==> src/rtl/fpaa_pkg.sv <==
// Shared types, codes and defaults for the fit-policy arena allocator.
`timescale 1ns / 1ps
package fpaa_pkg;

    localparam int unsigned MAX_BLOCKS_DEF   = 16;
    localparam int unsigned ARENA_BYTES_DEF  = 65536;
    localparam int unsigned HEADER_BYTES_DEF = 24;

    localparam int unsigned CFG_IDX_W  = 1;
    localparam int unsigned CFG_DATA_W = 17;

    localparam logic [CFG_IDX_W-1:0] CFG_FIT_MODE = 1'd0;
    localparam logic [CFG_IDX_W-1:0] CFG_ARENA    = 1'd1;

    localparam logic [1:0] FIT_FIRST = 2'd0;
    localparam logic [1:0] FIT_BEST  = 2'd1;
    localparam logic [1:0] FIT_WORST = 2'd2;

    localparam logic OP_ALLOC = 1'b0;
    localparam logic OP_FREE  = 1'b1;

    localparam logic [1:0] STAT_OK    = 2'd0;
    localparam logic [1:0] STAT_NOFIT = 2'd1;
    localparam logic [1:0] STAT_FULL  = 2'd2;

    typedef enum logic [1:0] {
        RES_OK,
        RES_NOFIT,
        RES_FULL,
        RES_FREE
    } t_res;

    typedef enum logic [2:0] {
        S_IDLE,
        S_CHECK,
        S_SCAN,
        S_FIN,
        S_PREP,
        S_SHIFT,
        S_COMMIT,
        S_RESP
    } t_state;

    // controller -> datapath
    typedef struct packed {
        logic load;
        logic scan;
        logic fin;
        logic shift_init;
        logic shift;
        logic commit;
        logic respond;
        t_res res;
    } t_cmd;

    // datapath -> controller
    typedef struct packed {
        logic full;
        logic scan_more;
        logic rd_busy;
        logic op_free;
        logic found;
        logic shift_more;
    } t_stat;

endpackage

==> src/rtl/fpaa_ram.sv <==
// Generic single-write, single-read RAM with registered read data.
`timescale 1ns / 1ps
module fpaa_ram #(
    parameter int unsigned WIDTH = 32,
    parameter int unsigned DEPTH = 16,
    localparam int unsigned AW = (DEPTH > 1) ? $clog2(DEPTH) : 1
) (
    input  logic             i_clk,
    input  logic             i_we,
    input  logic [AW-1:0]    i_waddr,
    input  logic [WIDTH-1:0] i_wdata,
    input  logic             i_re,
    input  logic [AW-1:0]    i_raddr,
    output logic [WIDTH-1:0] o_rdata
);

    logic [WIDTH-1:0] r_mem [DEPTH];
    logic [WIDTH-1:0] r_rdata;

    always_ff @(posedge i_clk) begin
        if (i_we) begin
            r_mem[i_waddr] <= i_wdata;
        end
        if (i_re) begin
            r_rdata <= r_mem[i_raddr];
        end
    end

    assign o_rdata = r_rdata;

endmodule

==> src/rtl/fpaa_dp.sv <==
// Datapath: block table, scan and gap evaluation, shifting, result registers.
`timescale 1ns / 1ps
module fpaa_dp import fpaa_pkg::*; #(
    parameter int unsigned MAX_BLOCKS   = MAX_BLOCKS_DEF,
    parameter int unsigned ARENA_BYTES  = ARENA_BYTES_DEF,
    parameter int unsigned HEADER_BYTES = HEADER_BYTES_DEF
) (
    input  logic                  i_clk,
    input  logic                  i_rst_n,
    input  logic                  i_cfg_we,
    input  logic [CFG_IDX_W-1:0]  i_cfg_index,
    input  logic [CFG_DATA_W-1:0] i_cfg_data,
    input  logic                  i_opcode,
    input  logic [15:0]           i_request_bytes,
    input  logic [15:0]           i_free_offset,
    input  t_cmd                  i_cmd,
    output t_stat                 o_stat,
    output logic [15:0]           o_data_offset,
    output logic [1:0]            o_status
);

    localparam int unsigned AW      = (MAX_BLOCKS > 1) ? $clog2(MAX_BLOCKS) : 1;
    localparam int unsigned CW      = $clog2(MAX_BLOCKS + 1);
    localparam int unsigned END_CAP = (ARENA_BYTES < 65536) ? ARENA_BYTES : 65536;
    localparam logic [16:0] END_MAX = 17'(END_CAP);
    localparam logic [16:0] HDR17   = 17'(HEADER_BYTES);
    localparam logic [17:0] HDR18   = 18'(HEADER_BYTES);
    localparam logic [18:0] HDR19   = 19'(HEADER_BYTES);
    localparam logic [CW-1:0] CNT_MAX = CW'(MAX_BLOCKS);

    logic [1:0]    r_fit_mode;
    logic [16:0]   r_arena;
    logic [CW-1:0] r_count;
    logic          r_op;
    logic [15:0]   r_req;
    logic [15:0]   r_off;
    logic [16:0]   r_need;
    logic [CW-1:0] r_idx;
    logic          r_rd_vld;
    logic          r_rd_shift;
    logic [CW-1:0] r_rd_addr;
    logic          r_have_prev;
    logic [17:0]   r_prev_left;
    logic [CW-1:0] r_prev_idx;
    logic          r_found;
    logic [16:0]   r_pick_gap;
    logic [15:0]   r_pick_left;
    logic [CW-1:0] r_ins;
    logic          r_match;
    logic [CW-1:0] r_match_idx;
    logic [15:0]   r_out_offset;
    logic [1:0]    r_out_status;

    logic          ram_we;
    logic [AW-1:0] ram_waddr;
    logic [31:0]   ram_wdata;
    logic          ram_re;
    logic [CW-1:0] rd_idx;
    logic [31:0]   ram_rdata;
    logic [15:0]   d_start;
    logic [15:0]   d_len;
    logic          scan_ret;
    logic [16:0]   arena_end;
    logic          ev_en;
    logic [17:0]   ev_left;
    logic [16:0]   ev_right;
    logic [CW-1:0] ev_ins;
    logic [16:0]   ev_gap;
    logic          ev_fits;
    logic          ev_better;
    logic          ev_take;
    logic          hit;
    logic [CW-1:0] wr_dest;

    // table entry: length in the upper half, header offset in the lower
    fpaa_ram #(
        .WIDTH (32),
        .DEPTH (MAX_BLOCKS)
    ) u_table (
        .i_clk   (i_clk),
        .i_we    (ram_we),
        .i_waddr (ram_waddr),
        .i_wdata (ram_wdata),
        .i_re    (ram_re),
        .i_raddr (rd_idx[AW-1:0]),
        .o_rdata (ram_rdata)
    );

    assign d_start  = ram_rdata[15:0];
    assign d_len    = ram_rdata[31:16];
    assign scan_ret = r_rd_vld && !r_rd_shift;

    assign arena_end = (r_arena < END_MAX) ? r_arena : END_MAX;

    // inserting walks down from the top, removing walks up
    assign ram_re = i_cmd.scan || i_cmd.shift;
    assign rd_idx = (i_cmd.shift && r_op == OP_ALLOC) ? r_idx - CW'(1) : r_idx;
    assign wr_dest = (r_op == OP_FREE) ? r_rd_addr - CW'(1) : r_rd_addr + CW'(1);

    always_comb begin
        ram_we    = 1'b0;
        ram_waddr = wr_dest[AW-1:0];
        ram_wdata = ram_rdata;
        if (r_rd_vld && r_rd_shift) begin
            ram_we = 1'b1;
        end else if (i_cmd.commit && r_op == OP_ALLOC) begin
            ram_we    = 1'b1;
            ram_waddr = r_ins[AW-1:0];
            ram_wdata = {r_req, r_pick_left};
        end
    end

    // gap after the previous block, up to the returned block or the arena end
    always_comb begin
        ev_en    = (scan_ret && r_op == OP_ALLOC && r_have_prev) || i_cmd.fin;
        ev_left  = r_have_prev ? r_prev_left : 18'd0;
        ev_right = i_cmd.fin ? arena_end : {1'b0, d_start};
        ev_ins   = r_have_prev ? r_prev_idx + CW'(1) : '0;
        ev_gap   = ({1'b0, ev_right} > ev_left) ? 17'({1'b0, ev_right} - ev_left) : 17'd0;
        ev_fits  = (r_need <= ev_gap) && ((19'(ev_left) + HDR19) <= 19'h0FFFF);
        ev_better = !r_found
                 || (r_fit_mode == FIT_BEST  && ev_gap < r_pick_gap)
                 || (r_fit_mode == FIT_WORST && ev_gap > r_pick_gap);
        ev_take  = ev_en && ev_fits && ev_better && (r_fit_mode <= FIT_WORST);
    end

    assign hit = scan_ret && r_op == OP_FREE && !r_match
              && ((17'(d_start) + HDR17) == {1'b0, r_off});

    always_ff @(posedge i_clk) begin
        if (!i_rst_n) begin
            r_fit_mode <= FIT_FIRST;
            r_arena    <= 17'h10000;
            r_count    <= '0;
            r_rd_vld   <= 1'b0;
        end else begin
            if (i_cfg_we) begin
                case (i_cfg_index)
                    CFG_FIT_MODE: r_fit_mode <= i_cfg_data[1:0];
                    CFG_ARENA:    r_arena    <= i_cfg_data;
                    default:      r_arena    <= r_arena;
                endcase
            end
            r_rd_vld <= ram_re;
            if (i_cmd.commit) begin
                r_count <= (r_op == OP_FREE) ? r_count - CW'(1) : r_count + CW'(1);
            end
        end
    end

    always_ff @(posedge i_clk) begin
        r_rd_shift <= i_cmd.shift;
        if (ram_re) begin
            r_rd_addr <= rd_idx;
        end
        if (i_cmd.load) begin
            r_op        <= i_opcode;
            r_req       <= i_request_bytes;
            r_off       <= i_free_offset;
            r_need      <= 17'(i_request_bytes) + HDR17;
            r_idx       <= '0;
            r_have_prev <= 1'b0;
            r_found     <= 1'b0;
            r_match     <= 1'b0;
        end else begin
            if (i_cmd.scan) begin
                r_idx <= r_idx + CW'(1);
            end else if (i_cmd.shift_init) begin
                r_idx <= (r_op == OP_FREE) ? r_match_idx + CW'(1) : r_count;
            end else if (i_cmd.shift) begin
                r_idx <= (r_op == OP_FREE) ? r_idx + CW'(1) : r_idx - CW'(1);
            end
            if (scan_ret && r_op == OP_ALLOC) begin
                r_prev_left <= 18'(d_start) + 18'(d_len) + HDR18;
                r_prev_idx  <= r_rd_addr;
                r_have_prev <= 1'b1;
            end
            if (ev_take) begin
                r_found     <= 1'b1;
                r_pick_gap  <= ev_gap;
                r_pick_left <= ev_left[15:0];
                r_ins       <= ev_ins;
            end
            if (hit) begin
                r_match     <= 1'b1;
                r_match_idx <= r_rd_addr;
            end
        end
        if (i_cmd.respond) begin
            case (i_cmd.res)
                RES_OK: begin
                    r_out_offset <= 16'(17'(r_pick_left) + HDR17);
                    r_out_status <= STAT_OK;
                end
                RES_NOFIT: begin
                    r_out_offset <= '0;
                    r_out_status <= STAT_NOFIT;
                end
                RES_FULL: begin
                    r_out_offset <= '0;
                    r_out_status <= STAT_FULL;
                end
                default: begin
                    r_out_offset <= '0;
                    r_out_status <= STAT_OK;
                end
            endcase
        end
    end

    always_comb begin
        o_stat.full       = (r_count == CNT_MAX);
        o_stat.scan_more  = (r_idx < r_count);
        o_stat.rd_busy    = r_rd_vld;
        o_stat.op_free    = (r_op == OP_FREE);
        o_stat.found      = (r_op == OP_FREE) ? r_match : r_found;
        o_stat.shift_more = (r_op == OP_FREE) ? (r_idx < r_count) : (r_idx > r_ins);
    end

    assign o_data_offset = r_out_offset;
    assign o_status      = r_out_status;

endmodule

==> src/rtl/fpaa_ctrl.sv <==
// Controller: sequences scan, placement, shifting and the result transfer.
`timescale 1ns / 1ps
module fpaa_ctrl import fpaa_pkg::*; (
    input  logic  i_clk,
    input  logic  i_rst_n,
    input  logic  i_s_tvalid,
    output logic  o_s_tready,
    output logic  o_m_tvalid,
    input  logic  i_m_tready,
    input  t_stat i_stat,
    output t_cmd  o_cmd
);

    t_state r_state, n_state;
    t_res   r_res, n_res;
    logic   r_out_vld, n_out_vld;

    always_ff @(posedge i_clk) begin
        if (!i_rst_n) begin
            r_state   <= S_IDLE;
            r_res     <= RES_OK;
            r_out_vld <= 1'b0;
        end else begin
            r_state   <= n_state;
            r_res     <= n_res;
            r_out_vld <= n_out_vld;
        end
    end

    always_comb begin
        n_state    = r_state;
        n_res      = r_res;
        n_out_vld  = r_out_vld && !i_m_tready;
        o_cmd      = '0;
        o_cmd.res  = r_res;
        o_s_tready = 1'b0;
        case (r_state)
            S_IDLE: begin
                o_s_tready = 1'b1;
                if (i_s_tvalid) begin
                    o_cmd.load = 1'b1;
                    n_state    = S_CHECK;
                end
            end
            S_CHECK: begin
                if (!i_stat.op_free && i_stat.full) begin
                    n_res   = RES_FULL;
                    n_state = S_RESP;
                end else begin
                    n_state = S_SCAN;
                end
            end
            S_SCAN: begin
                if (i_stat.scan_more) begin
                    o_cmd.scan = 1'b1;
                end else if (!i_stat.rd_busy) begin
                    n_state = i_stat.op_free ? S_PREP : S_FIN;
                end
            end
            S_FIN: begin
                // last gap runs to the arena end; empty table lands here too
                o_cmd.fin = 1'b1;
                n_state   = S_PREP;
            end
            S_PREP: begin
                if (i_stat.found) begin
                    o_cmd.shift_init = 1'b1;
                    n_state          = S_SHIFT;
                end else begin
                    n_res   = i_stat.op_free ? RES_FREE : RES_NOFIT;
                    n_state = S_RESP;
                end
            end
            S_SHIFT: begin
                if (i_stat.shift_more) begin
                    o_cmd.shift = 1'b1;
                end else if (!i_stat.rd_busy) begin
                    n_state = S_COMMIT;
                end
            end
            S_COMMIT: begin
                o_cmd.commit = 1'b1;
                n_res        = i_stat.op_free ? RES_FREE : RES_OK;
                n_state      = S_RESP;
            end
            S_RESP: begin
                if (!r_out_vld || i_m_tready) begin
                    o_cmd.respond = 1'b1;
                    n_out_vld     = 1'b1;
                    n_state       = S_IDLE;
                end
            end
            default: begin
                n_state = S_IDLE;
            end
        endcase
    end

    assign o_m_tvalid = r_out_vld;

endmodule

==> src/rtl/fit_policy_arena_allocator_top.sv <==
// Top level of the fit-policy arena allocator.
//
//  channel  direction  handshake                  payload
//  s        in         i_s_tvalid / o_s_tready    tuser opcode, tdata request/offset
//  m        out        o_m_tvalid / i_m_tready    tuser status, tdata data_offset
//  cfg      in         i_cfg_valid / o_cfg_ready  i_cfg_index, i_cfg_data
//
// One request at a time. Scanning the table entries and moving them both read through
// the table RAM's single read port, one entry after another. A failed search skips the
// move and commit, and a full table goes from the check straight to the response. The
// result register holds its transfer while the next request is taken. Reset empties the
// table, no clearing.
`timescale 1ns / 1ps
module fit_policy_arena_allocator_top import fpaa_pkg::*; #(
    parameter int unsigned MAX_BLOCKS   = MAX_BLOCKS_DEF,
    parameter int unsigned ARENA_BYTES  = ARENA_BYTES_DEF,
    parameter int unsigned HEADER_BYTES = HEADER_BYTES_DEF
) (
    input  logic                  i_clk,
    input  logic                  i_rst_n,
    input  logic                  i_s_tvalid,
    output logic                  o_s_tready,
    input  logic [31:0]           i_s_tdata,   // [15:0] request_bytes, [31:16] free_offset
    input  logic                  i_s_tuser,   // [0] opcode
    output logic                  o_m_tvalid,
    input  logic                  i_m_tready,
    output logic [15:0]           o_m_tdata,   // [15:0] data_offset
    output logic [1:0]            o_m_tuser,   // [1:0] status
    input  logic                  i_cfg_valid,
    output logic                  o_cfg_ready,
    input  logic [CFG_IDX_W-1:0]  i_cfg_index,
    input  logic [CFG_DATA_W-1:0] i_cfg_data
);

    t_cmd  cmd;
    t_stat stat;

    assign o_cfg_ready = 1'b1;

    fpaa_ctrl u_ctrl (
        .i_clk      (i_clk),
        .i_rst_n    (i_rst_n),
        .i_s_tvalid (i_s_tvalid),
        .o_s_tready (o_s_tready),
        .o_m_tvalid (o_m_tvalid),
        .i_m_tready (i_m_tready),
        .i_stat     (stat),
        .o_cmd      (cmd)
    );

    fpaa_dp #(
        .MAX_BLOCKS   (MAX_BLOCKS),
        .ARENA_BYTES  (ARENA_BYTES),
        .HEADER_BYTES (HEADER_BYTES)
    ) u_dp (
        .i_clk           (i_clk),
        .i_rst_n         (i_rst_n),
        .i_cfg_we        (i_cfg_valid && o_cfg_ready),
        .i_cfg_index     (i_cfg_index),
        .i_cfg_data      (i_cfg_data),
        .i_opcode        (i_s_tuser),
        .i_request_bytes (i_s_tdata[15:0]),
        .i_free_offset   (i_s_tdata[31:16]),
        .i_cmd           (cmd),
        .o_stat          (stat),
        .o_data_offset   (o_m_tdata),
        .o_status        (o_m_tuser)
    );

    a_cmd_onehot: assert property (@(posedge i_clk) disable iff (!i_rst_n)
        $onehot0({cmd.load, cmd.scan, cmd.fin, cmd.shift_init, cmd.shift,
                  cmd.commit, cmd.respond}))
        else $error("more than one datapath command at once");

    a_busy_after_take: assert property (@(posedge i_clk) disable iff (!i_rst_n)
        (i_s_tvalid && o_s_tready) |=> !o_s_tready)
        else $error("request taken while another is in progress");

    a_scan_in_range: assert property (@(posedge i_clk) disable iff (!i_rst_n)
        cmd.scan |-> stat.scan_more)
        else $error("table read beyond the valid entries");

    a_respond_valid: assert property (@(posedge i_clk) disable iff (!i_rst_n)
        cmd.respond |=> o_m_tvalid)
        else $error("result loaded without raising valid");

    a_no_overwrite: assert property (@(posedge i_clk) disable iff (!i_rst_n)
        cmd.respond |-> (!o_m_tvalid || i_m_tready))
        else $error("result register overwritten before transfer");

endmodule

==> config.mk <==
export PLATFORM = sky130hd
export DESIGN_NAME = fit_policy_arena_allocator_top
export DESIGN_NICKNAME = d
export VERILOG_FILES = /design/src/rtl/fpaa_pkg.sv /design/src/rtl/fpaa_ram.sv /design/src/rtl/fpaa_dp.sv /design/src/rtl/fpaa_ctrl.sv /design/src/rtl/fit_policy_arena_allocator_top.sv
export SDC_FILE = /design/constraint.sdc
export NUM_CORES = 1
export LEC_CHECK = 0
export BUFFER_PORTS_ARGS = -buffer_cell sky130_fd_sc_hd__clkbuf_2
export CAP_MARGIN = 5
export CORE_ASPECT_RATIO = 0.75
export CORE_UTILIZATION = 50
export DETAILED_ROUTE_END_ITERATION = 7
export GPL_TIMING_DRIVEN = 1
export PLACE_DENSITY_LB_ADDON = 0.25
export SLEW_MARGIN = 20
export SYNTH_ARGS = -nofsm -noshare
export SYNTH_HDL_FRONTEND = slang
export SYNTH_HIERARCHICAL = 1
export SYNTH_SLANG_ARGS = --single-unit
==> constraint.sdc <==
create_clock -name i_clk -period 7.2 [get_ports i_clk]
set_input_delay 0.36 -clock i_clk [delete_from_list [all_inputs] [get_ports i_clk]]
set_output_delay 0.36 -clock i_clk [all_outputs]
set_load 0.01 [all_outputs]
Word-level counts from Yosys, hierarchy flattened --
Memory sizes are Yosys's and may differ from the RTL's. A register that Yosys moved wholly into a read port is not among the register bits. Cells that the tools add are included.
Storage, ports and cells: register bits after elaboration 179, bits in latches 0, memory bits (writable) 512, ROM bits 0, input bits 56, output and inout port bits 21, word-level logic and storage cells 166, memories 1
Memory list:
- u_dp.u_table.r_mem | words 16, width 32, rd ports 1, clocked after memory_dff 1, write ports 1, RTL line fpaa_ram.sv:17 | logic [WIDTH-1:0] r_mem [DEPTH];
Cells by class: add/subtract/negate cells 15, multiply operators 0, divide/modulo/power cells 0, magnitude comparators 9, equal/unequal tests 21, shifts and indexed selects 0, muxes and demuxes 53, bitwise gates (word level) 3, reductions and logical operators 39
Operators by type and width (number):
- 32-bit two-way mux | 2
- 17-bit two-way mux | 3
- 5-bit two-way mux | 7
- 16-bit by 5-bit adder with 17-bit output, second input constant | 2
- 3-bit two-way mux | 8
- 3-bit one-hot mux with 8 select lines | 1
- 1-bit two-way mux | 21
- 5-bit by 1-bit adder with 5-bit output, second input constant | 4
- 18-bit by 5-bit adder with 19-bit output, second input constant | 1
- 19-bit by 16-bit <= comparator with 1-bit output, second input constant | 1
- 18-bit by 5-bit adder with 18-bit output, second input constant | 1
- 17-bit by 18-bit greater-than comparator with 1-bit output | 1
- 18-bit two-way mux | 1
- 16-bit by 16-bit adder with 17-bit output | 1
- 17-bit by 16-bit == test with 1-bit output | 1
- 17-bit greater-than comparator | 1
- 17-bit <= comparator | 1
- 1-bit logical AND | 17
- 17-bit < comparator | 1
- 17-bit < comparator, second input constant | 1
- 17-bit subtractor | 1
- 16-bit by 5-bit adder with 16-bit output, second input constant | 1
- 3-bit == test, second input constant | 4
- 4-bit two-way mux | 3
- other kinds (25) | 55

Depth between registers and ports, before layout --
depth after elaboration 12, gate-level depth with buffers 22, depth with buffers taken out 19

By module --
Netlist, hierarchy kept.
Modules (own cells, without submodules):
- fpaa_ram | instances 1, cells an instance 838, area an instance 20155.6 µm², seq. area each 16335.7 µm²
- fpaa_dp | instances 1, cells an instance 1089, area an instance 11005.6 µm², seq. area each 4764.6 µm²
- fpaa_ctrl | instances 1, cells an instance 55, area an instance 429.2 µm², seq. area each 120.1 µm²
- fit_policy_arena_allocator_top | instances 1, cells an instance 2, area an instance 11.3 µm², seq. area each 0.0 µm²

Worst setup path before layout --
No wires, ideal clock.
kind register to register, start point register u_ctrl.r_state[0], end point register u_dp.r_ins[0] (enable), setup time 0.456 ns, data arrival time 6.285 ns, required time 6.744 ns, setup slack 0.458 ns, stages on the path, launching flop included 21, path buffers 3, period minus slack after synthesis 6.742 ns, cells stage by stage dfxtp_1 -> buf_2 -> nand2_1 -> nor2_1 -> clkbuf_1 -> o21ai_0 -> fa_1 -> nand3_1 -> a21oi_1 -> o21ai_0 -> a21oi_1 -> o21a_1 -> buf_2 -> and3_1 -> ha_1 -> a21oi_1 -> o21ai_0 -> a2111oi_0 -> a211oi_1 -> or4b_1 -> a31oi_1
RTL lines:
- start: declaration | RTL line fpaa_ctrl.sv:14 | t_state r_state, n_state;
- start signal: assignment | RTL line fpaa_ctrl.sv:24 | r_state <= n_state;
- end signal: assignment | RTL line fpaa_dp.sv:182 | r_ins <= ev_ins;
- end: declaration | RTL line fpaa_dp.sv:48 | logic [CW-1:0] r_ins;

==> impl_metrics.ini <==
[floorplanning]
initial_core_util_pct = 50.75
io_pins = 77
dieWidth_um = 292.3
die_h_um = 219.7
fp-row-count = 79
design.die.area_mm2 = 0.06422
core-area_mm2 = 0.06227

[power]
p_per_area_mw_per_mm2 = 250.4
p_int_uw = 6967
combPwrFrac_pct = 7.0
irDropWorstVdd_mv = 0.2085
pwr-share-seq_pct = 52.5
swShare_pct = 22.17
power_frac_clock_pct = 40.6
p_sw_uw = 1985
power.leakage_uw = 0.01211

[timing]
finalCritPeriodShare_pct = 86.58
rsz0062_at_grt = false
hold_viol_final = 0
maxSlewHeadroom_pct = 30.58
tightest_slew_ps = 1040
skew_ps = 24.39
slew_violations = 0
finalCriticalPeriod_ps = 6234
finalWorstSetupSlack_ps = 966.2
timing.fmax_ghz = 0.1604
tns_ps = 0
setup_viol = 0

[synthesis]
syn_avg_cell_area_um2 = 15.93
synth_edf_count = 680
synth-compound-area-share_pct = 6.652
synth_nets = 2149
ys.flop_type = edfxtp_1
syn_inst = 1984
yosysSeqAreaShare_pct = 67.15
syn_area_mm2 = 0.03160
synth-simple-area-share_pct = 6.762
synth.area.mux_share_pct = 10.54
synth-seq-cells = 720
yosysUniqueCellTypes = 77
synthArstFlopShare_pct = 0
synth_adder_area_share_pct = 4.411
yosys_warnings = 6
synth_top_family_by_area = multiplexers
synthXorXnorAreaFrac_pct = 2.217

[layout]
multi_input_area_mm2 = 0.009854
final_common_cell = edfxtp_1
num-fill-cells = 4812
layout_common_cells = edfxtp_1 (680), nand2_1 (138), mux4_2 (128)
syn_to_final_growth_pct = 13.13
layout.nets = 2294
drive_gt1_share_pct = 18.59
register_area_mm2 = 0.02122
fin_util_pct = 57.41
diodes = 0

[worst_setup_path]
worst_setup_path_end_kind = flip-flop
start_kind = flip-flop
cp_cell_sequence = nand2_1, nor2_2, buf_4, o21ai_0, ha_1, nand4_1, a21oi_1, o21ai_0, a21oi_1, o21a_1, buf_4, and2_1, ha_1, a21oi_1, nor2_1, a2111oi_0, a211oi_1, or4b_1, a31oi_4, buf_12
slowest_stage = or4b_1
cp_num_buf_inv = 3
worstPathRequired_ps = 7490
crit_type = flip-flop to flip-flop
critPathMaxFanout = 32
path_delay_family = compound AO/OA/AOI/OAI gates
worst_path_largest_cell_delay_ps = 580
ff2ff_setup_slack_ps = 970
critPathMostFrequentCell = a21oi_1
arrival_ps = 6530

[job]
cap_viol_max_count = 0

[route]
dr_wl_met2_um = 35150
vias = 18250
finalWirelength_um = 78440
met1Wirelength_um = 34870
drc_errors = 0
vias_per_cell = 6.094
wire_per_inst_um = 26.20
dr.max_layer_used = met4
first_iter_violations = 2030
route.met3.wl_um = 6680
drt_pass1_iterations = 7
drtAntennaViolNets = 0

[clock_tree]
ctsHoldBuffers = 36
cts_made_buffers = 69
cts_max_level = 3
cts_sinks = 720
clkSlewWorstSetupHoldPaths_ps = 70
cts_resized = 0
post_cts_buffers = 0
cts_tree = built
clock_latency_ps = 620
root_buffer = clkbuf_16
clk_path_buf_depth = 3

[worst_hold_path]
hp-class = primary input to flip-flop

[global_route]
grt_max_degree = 104
grt_first_pass_wirelength_um = 114700
grt_use_total_pct = 24.64
grt_pass1_vias = 17750
antenna_found_initial = 3
grt_overflow_total = 0

[run_status]
status = complete, no violations

[place]
gp_congestion = 0.9339
place_ws_ps = 1075
hpwl_um = 46700
portBuffers = 75
==> metal layers <==
metal | up-vias | track usage [%]
li1 | 8049 | -
met4 | 0 | 6.318
met2 | 794 | 37.48
met5 | - | 0
met3 | 105 | 4.771
met1 | 9297 | 36.63
==> kinds of logic after synthesis <==
logic type,count (synthesis)
compound gates,310
buf+inv,169
xor+xnor,80
other cells,1
simple gates,426
flops,720
fa+ha+maj,109
mux,169
==> metrics by stage <==
step,std cells,hold slack [ps],power [uW],cell area [um2]
after floorplan,1984,421.5,5182,31600
after global placement,2832,465.2,5371,33140
after detailed placement,2832,467.3,5389,33140
after CTS,2994,0.07955,9007,35750
after global routing,2994,12.28,9227,35750
final,2994,20.75,8951,35750
==> cell usage after synthesis (all sizes together), types with 19 or more instances <==
cell type | number | area share (%)
edfxtp | 680 | 65
nand2 | 138 | 1.6
mux4 | 128 | 9.1
ha | 105 | 4.2
inv | 91 | 1.1
nor2 | 79 | 0.95
a22oi | 66 | 1.6
o21ai | 63 | 1.0
a21oi | 51 | 0.82
xnor2 | 49 | 1.4
dfxtp | 40 | 2.5
clkbuf | 39 | 0.47
buf | 38 | 0.69
nand3 | 34 | 0.54
mux2 | 31 | 1.1
xor2 | 31 | 0.86
nor2b | 28 | 0.55
a21o | 25 | 0.59
and2 | 25 | 0.49
nand4 | 22 | 0.44
nand3b | 20 | 0.48
a21boi | 19 | 0.45
==> worst paths after layout <==
kind | startpoint | to | cells past startpoint
worst min-delay path | i_cfg_data[10] | u_dp/r_arena[10]$_SDFFE_PN0P_ | 3
worst min register to register | u_dp/r_arena[0]$_SDFFE_PN0P_ | u_dp/r_arena[0]$_SDFFE_PN0P_ | 2
worst max-delay path | u_ctrl/r_state[0]$_SDFFE_PN0P_ | u_dp/r_pick_left[1]$_DFFE_PP_ | 20
worst max register to register | u_ctrl/r_state[0]$_SDFFE_PN0P_ | u_dp/r_pick_left[1]$_DFFE_PP_ | 20
==> tightest hold or removal path: cells and delay by family <==
kind	cells	cell delay, ps
buffers and inverters	1	90
and+or+nand+nor	1	50
AOI/OAI and AO/OA	1	70
==> flip-flops by register name (all words and copies together), names as in the netlist, 2 cells and up <==
| signal | count |
|---|---|
| u_dp/u_table/r_mem | 512 |
| u_dp/u_table/o_rdata | 32 |
| u_dp/r_prev_left | 18 |
| u_dp/r_arena | 17 |
| u_dp/r_pick_gap | 17 |
| u_dp/o_data_offset | 16 |
| u_dp/r_off | 16 |
| u_dp/r_pick_left | 16 |
| u_dp/r_req | 16 |
| u_dp/r_need | 14 |
| u_dp/r_count | 5 |
| u_dp/r_idx | 5 |
| u_dp/r_ins | 5 |
| u_dp/r_match_idx | 5 |
| u_dp/r_prev_idx | 5 |
| u_dp/r_rd_addr | 5 |
| u_ctrl/r_state | 3 |
| u_ctrl/r_res | 2 |
| u_dp/o_status | 2 |
| u_dp/r_fit_mode | 2 |
==> power groups by stage <==
stage | sequential [uW] | clock [uW] | combinational (uW)
floorplan | 4740 | 0 | 438
global placement | 4780 | 0 | 586
detailed placement | 4790 | 0 | 602
CTS | 4700 | 3690 | 621
global route | 4700 | 3840 | 688
finish | 4700 | 3630 | 624
==> final cells by class <==
cell class / count / area share [%]
clock inverter: 35 / 0.9799
inverter: 92 / 0.9659
clock buffer: 91 / 5.299
sequential: 720 / 59.35
multi-input combinational: 1095 / 27.56
tap: 810 / 2.835
timing repair buffer: 151 / 3.003
(Power assumes the default switching activity.)
